## src/design/gpi_pkg.sv

```systemverilog
// shared types and defaults for the gravity pull integrator
package gpi_pkg;

  localparam int unsigned WORD_BITS_DEF = 32;
  localparam int unsigned FRAC_BITS_DEF = 16;

  // controller states
  typedef enum logic [4:0] {
    ST_IDLE,
    ST_DIFF,
    ST_SQX,
    ST_SQY,
    ST_SUM,
    ST_ROOT,
    ST_ROOT_WAIT,
    ST_MDIV,
    ST_MDIV_WAIT,
    ST_MAG,
    ST_XPROD,
    ST_XDIV,
    ST_XDIV_WAIT,
    ST_XTAKE,
    ST_YDIV,
    ST_YDIV_WAIT,
    ST_YTAKE,
    ST_VEL,
    ST_POS,
    ST_FIN
  } state_t;

  // divider operand selection
  typedef enum logic [1:0] {
    DIV_MAG,
    DIV_PX,
    DIV_PY
  } div_sel_t;

  typedef struct packed {
    logic     take_in;
    logic     place;
    logic     take_diff;
    logic     sq_x;
    logic     sq_y;
    logic     sum;
    logic     root_go;
    logic     div_go;
    div_sel_t div_sel;
    logic     take_mag;
    logic     prod_x;
    logic     prod_y;
    logic     take_px;
    logic     take_py;
    logic     upd_vel;
    logic     upd_pos;
    logic     set_coin;
    logic     load_out;
  } cmd_t;

  typedef struct packed {
    logic coin;
    logic root_busy;
    logic div_busy;
    logic out_free;
  } status_t;

endpackage

```

## src/design/gpi_ctrl.sv

```systemverilog
// sequencing state machine for place and pull items
module gpi_ctrl (
  input  logic              clk,
  input  logic              rst_n,
  input  logic              in_valid,
  input  logic              in_func,
  output logic              in_ready,
  output gpi_pkg::cmd_t     cmd,
  input  gpi_pkg::status_t  st
);

  gpi_pkg::state_t state_r, state_nxt;

  // state register
  always_ff @(posedge clk) begin
    if (!rst_n) begin
      state_r <= gpi_pkg::ST_IDLE;
    end else begin
      state_r <= state_nxt;
    end
  end

  // next state
  always_comb begin
    state_nxt = state_r;
    unique case (state_r)
      gpi_pkg::ST_IDLE: begin
        if (in_valid) begin
          state_nxt = in_func ? gpi_pkg::ST_FIN : gpi_pkg::ST_DIFF;
        end
      end
      gpi_pkg::ST_DIFF:      state_nxt = gpi_pkg::ST_SQX;
      gpi_pkg::ST_SQX:       state_nxt = st.coin ? gpi_pkg::ST_FIN : gpi_pkg::ST_SQY;
      gpi_pkg::ST_SQY:       state_nxt = gpi_pkg::ST_SUM;
      gpi_pkg::ST_SUM:       state_nxt = gpi_pkg::ST_ROOT;
      gpi_pkg::ST_ROOT:      state_nxt = gpi_pkg::ST_ROOT_WAIT;
      gpi_pkg::ST_ROOT_WAIT: begin
        if (!st.root_busy) state_nxt = gpi_pkg::ST_MDIV;
      end
      gpi_pkg::ST_MDIV:      state_nxt = gpi_pkg::ST_MDIV_WAIT;
      gpi_pkg::ST_MDIV_WAIT: begin
        if (!st.div_busy) state_nxt = gpi_pkg::ST_MAG;
      end
      gpi_pkg::ST_MAG:       state_nxt = gpi_pkg::ST_XPROD;
      gpi_pkg::ST_XPROD:     state_nxt = gpi_pkg::ST_XDIV;
      gpi_pkg::ST_XDIV:      state_nxt = gpi_pkg::ST_XDIV_WAIT;
      gpi_pkg::ST_XDIV_WAIT: begin
        if (!st.div_busy) state_nxt = gpi_pkg::ST_XTAKE;
      end
      gpi_pkg::ST_XTAKE:     state_nxt = gpi_pkg::ST_YDIV;
      gpi_pkg::ST_YDIV:      state_nxt = gpi_pkg::ST_YDIV_WAIT;
      gpi_pkg::ST_YDIV_WAIT: begin
        if (!st.div_busy) state_nxt = gpi_pkg::ST_YTAKE;
      end
      gpi_pkg::ST_YTAKE:     state_nxt = gpi_pkg::ST_VEL;
      gpi_pkg::ST_VEL:       state_nxt = gpi_pkg::ST_POS;
      gpi_pkg::ST_POS:       state_nxt = gpi_pkg::ST_FIN;
      gpi_pkg::ST_FIN: begin
        if (st.out_free) state_nxt = gpi_pkg::ST_IDLE;
      end
      default:               state_nxt = gpi_pkg::ST_IDLE;
    endcase
  end

  // commands
  always_comb begin
    cmd      = '0;
    in_ready = 1'b0;
    unique case (state_r)
      gpi_pkg::ST_IDLE: begin
        in_ready    = 1'b1;
        cmd.take_in = in_valid;
        cmd.place   = in_valid & in_func;
      end
      gpi_pkg::ST_DIFF: cmd.take_diff = 1'b1;
      gpi_pkg::ST_SQX: begin
        cmd.set_coin = st.coin;
        cmd.sq_x     = ~st.coin;
      end
      gpi_pkg::ST_SQY:  cmd.sq_y    = 1'b1;
      gpi_pkg::ST_SUM:  cmd.sum     = 1'b1;
      gpi_pkg::ST_ROOT: cmd.root_go = 1'b1;
      gpi_pkg::ST_MDIV: begin
        cmd.div_go  = 1'b1;
        cmd.div_sel = gpi_pkg::DIV_MAG;
      end
      gpi_pkg::ST_MAG:   cmd.take_mag = 1'b1;
      gpi_pkg::ST_XPROD: cmd.prod_x   = 1'b1;
      gpi_pkg::ST_XDIV: begin
        cmd.div_go  = 1'b1;
        cmd.div_sel = gpi_pkg::DIV_PX;
      end
      gpi_pkg::ST_XTAKE: begin
        cmd.take_px = 1'b1;
        cmd.prod_y  = 1'b1;
      end
      gpi_pkg::ST_YDIV: begin
        cmd.div_go  = 1'b1;
        cmd.div_sel = gpi_pkg::DIV_PY;
      end
      gpi_pkg::ST_YTAKE: cmd.take_py  = 1'b1;
      gpi_pkg::ST_VEL:   cmd.upd_vel  = 1'b1;
      gpi_pkg::ST_POS:   cmd.upd_pos  = 1'b1;
      gpi_pkg::ST_FIN:   cmd.load_out = st.out_free;
      default: ;
    endcase
  end

endmodule

```

## config.mk

```make
export PLATFORM = sky130hd
export DESIGN_NAME = gpi_ctrl
export DESIGN_NICKNAME = d
export VERILOG_FILES = /design/src/design/gpi_pkg.sv /design/src/design/gpi_ctrl.sv
export SDC_FILE = /design/constraint.sdc
export NUM_CORES = 1
export LEC_CHECK = 0
export BUFFER_PORTS_ARGS = -buffer_cell sky130_fd_sc_hd__buf_2
export CAP_MARGIN = 20
export CORE_AREA = 2 2 39 41
export CTS_CLUSTER_SIZE = 20
export DETAILED_ROUTE_END_ITERATION = 8
export DIE_AREA = 0 0 41 43
export HOLD_SLACK_MARGIN = 0.02
export PLACE_DENSITY = 0.91
export SETUP_SLACK_MARGIN = 0.5
export SYNTH_ARGS = -nofsm -noshare
export SYNTH_HDL_FRONTEND = slang
export SYNTH_SLANG_ARGS = --single-unit
```

## constraint.sdc

```tcl
create_clock -name clk -period 2.06 [get_ports clk]
set_input_delay 0.412 -clock clk [delete_from_list [all_inputs] [get_ports clk]]
set_output_delay 0.412 -clock clk [all_outputs]
set_load 0.01 [all_outputs]
```

==> flow_summary_export.csv <==
group,metric,value,unit
synth,synthTopCellsByArea,"dfxtp_1 (16%), buf_2 (6.4%), nand2_1 (6.0%)",
final_layout,largest_reg_flops,5,
timing,min_period_over_period,83.9,%
route,drt-initial-drc-count,40,
clocking,cts.sinks,5,
final_layout,largestRegisters,"state_r x5",
placement,place_congestion,0.861,
route,drt_first_pass_iters,4,
timing,setup-tns-final,0,ns
worst_setup_path,crit_type,"flip-flop to primary output",
placement,portBuffers,27,
synth,syn-num-nets,99,
synth,synth_seq_cells,5,
timing,setup_ws,0.332,ns
synth,synth-main-ff-cell,"dfxtp_1",
floorplanning,dieArea,1760,sq um
clocking,clock_latency,0.25,ns
worst_setup_path,reg2reg_slack,0.48,ns
synth,syn_area_per_cell,6.90,sq um
route,antenna_left,0,
placement,place_inst,124,
clocking,clockBufferDepth,2,
placement,preCtsSetupSlack,0.374,ns
worst_setup_path,critPathLaunchType,"flip-flop",
worst_setup_path,worstPathArrival,1.32,ns
route,viasPerCell,6.17,
timing,finClkSkew,0.00490,ns
global_route,grt_start_max_net_pins,11,
timing,setup_viol,0,
timing,final.min_clock_period,1.73,ns
route,routedWlPerCell,18.3,microns
hold_path,min_to,"state_r[1]",
final_layout,fill_cells,72,
final_layout,layoutNonFillerInstCount,151,
floorplanning,initial_core_util,45.4,%
route,drc,0,
final_layout,multi_input_area,573,sq um
pwr,vdd_drop_max,0.619,mV
pwr,power.leakage,0.543,nW
route,wl,2.76,mm
synth,yosysWarningCount,0,
clocking,cts_hold_buf,0,
timing,hold_viol,0,
synth,synth_area_leader_cell,"dfxtp_1",
floorplanning,boundaryPins,28,
final_layout,antenna_cells,0,
final_layout,drive_gt1_share,60.7,%
clocking,clkTransAtPathRegs,0.05,ns
worst_setup_path,reg2reg_to,"state_r[4]",
timing,worst_pin_slew,0.346,ns
floorplanning,fp.coreArea,1380,sq um
clocking,cts_root_buf,"clkbuf_4",
worst_setup_path,ff2ff_path_depth,6,
final_layout,area_delta_synth_final,76.3,%
timing,drv_slew,0,
worst_setup_path,path_max_fanout,7,
clocking,cts_buffers,3,
pwr,cellPowerDensity,1240,nW/um^2
global_route,antenna_found_initial,0,
worst_setup_path,r2r_start,"state_r[2]",
timing,max_freq,579,MHz
timing,grt_setup_unrepaired,"true",
final_layout,fin_nets,144,
synth,synth_area,628,sq um
placement,hpwl,1.05,mm
floorplanning,die_w,41,microns
clocking,htreeDepth,1,
floorplanning,die_h,43,microns
floorplanning,rows,14,
final_layout,top_register,"state_r",
timing,timing.hold.ws,0.469,ns
synth,synthArstFlopShare,0,%
global_route,grt_pass1_wl,3.17,mm
synth,synth_edf_count,0,
clocking,cts_tree,"yes",
route,vias,931,
global_route,first_global_vias,775,
synth,seq_area_frac_synth,15.9,%
flow_run,drv_cap,0,
final_layout,register_area,119,sq um
hold_path,min_path_cells,3,
timing,slew_headroom,77.0,%
pwr,p_total,0.00137,W
worst_setup_path,endpoint_kind,"primary output",
synth,ys_types,38,
synth,netlist_instances,91,
hold_path,holdCritPathClass,"input port to flip-flop",
worst_setup_path,cp.required,1.65,ns
synth,synth_top_area_share,15.9,%
global_route,gr-total-overflow,0,
run_status,outcome,"finished clean",
global_route,grtUsageTotal,26.3,%
hold_path,hold_start,"rst_n",
==> cells by family (layout without fill, tap and decap cells) <==
group	count (synthesis)	count (layout)	synth area share, %
xor+xnor	2	2	2.79
compound gates	17	17	20.5
buf+inv	15	59	13.5
simple gates	50	50	44.0
mux	2	2	3.19
flops	5	5	15.9
==> cell usage after synthesis, types with 2 or more instances <==
| library cell | number |
|---|---|
| nor3_1 | 6 |
| nor2b_1 | 2 |
| inv_1 | 4 |
| dfxtp_1 | 5 |
| and3_1 | 4 |
| a21oi_1 | 3 |
| nand2b_1 | 4 |
| nand2_1 | 10 |
| o21ai_0 | 3 |
| buf_6 | 2 |
| nand3b_1 | 2 |
| nor2_1 | 9 |
| buf_2 | 8 |
| nor4_1 | 3 |
| and2_1 | 2 |
| mux2i_1 | 2 |
==> timing repair <==
item / in CTS / in global routing
pin swaps: 13 / 7
buffers inserted: 23 / 0
gates resized for setup: 28 / 18
endpoints found under the setup margin: 24 / 23
cloned: 0 / 0
==> worst max-delay path, cell delays in order, from the launching register on <==
cell and delay, ns:
dfxtp_4 0.39, buf_6 0.11, nor2b_4 0.17, nand2_4 0.09
nor3_2 0.15, buf_2 0.16
==> cell type report <==
type                    count  area share [%]
clock buffers               4            2.37
multi-input cells          71            51.8
well taps                  16            1.81
repair buffers             51            32.0
inverters                   4            1.36
flip-flops and latches      5            10.7
==> cell usage in the layout, fill, tap and decap left out, types with 2 or more instances in the layout <==
cell,n
buf_4,17
nand2_1,7
nand2b_1,2
inv_1,3
nand3b_1,2
nor2_4,3
dfxtp_4,5
and3_1,3
nor2_1,6
nand2_2,2
buf_2,25
clkbuf_4,3
nor3_1,3
nand2b_4,2
and2_1,2
buf_6,9
nor3_2,3
a21oi_1,3
o21ai_0,3
mux2i_1,2
==> how the worst max path moves through the flow <==
stage	start	to	slack (ns)	cells past startpoint
floorplan	state_r[0]	cmd[6]	0.45	6
global placement	state_r[1]	state_r[4]	0.37	4
detailed placement	state_r[1]	state_r[4]	0.37	4
CTS	state_r[3]	cmd[8]	0.40	5
global route	state_r[3]	cmd[17]	0.29	4
finish	state_r[3]	cmd[8]	0.33	5
==> per-layer routing <==
layer	global-route usage, %	part of all wire (%)
met5	0	0
met4	14.0	5.9
met3	3.66	8.2
met2	47.2	49
met1	26.7	37
==> power by group <==
group          leakage (nW)  internal (W)  switching (W)
clock                0.0150     0.0000735      0.0000444
sequential           0.0445      0.000152      0.0000987
combinational         0.483      0.000480       0.000524
==> per-stage QoR <==
stage / area [sq um] / util (%)
final: 1110 / 80.0
after global routing: 1110 / 80.0
after CTS: 1020 / 73.5
after detailed placement: 729 / 52.7
after global placement: 729 / 52.7
after floorplan: 639 / -
No activity file was read; power rests on OpenSTA's default activity.
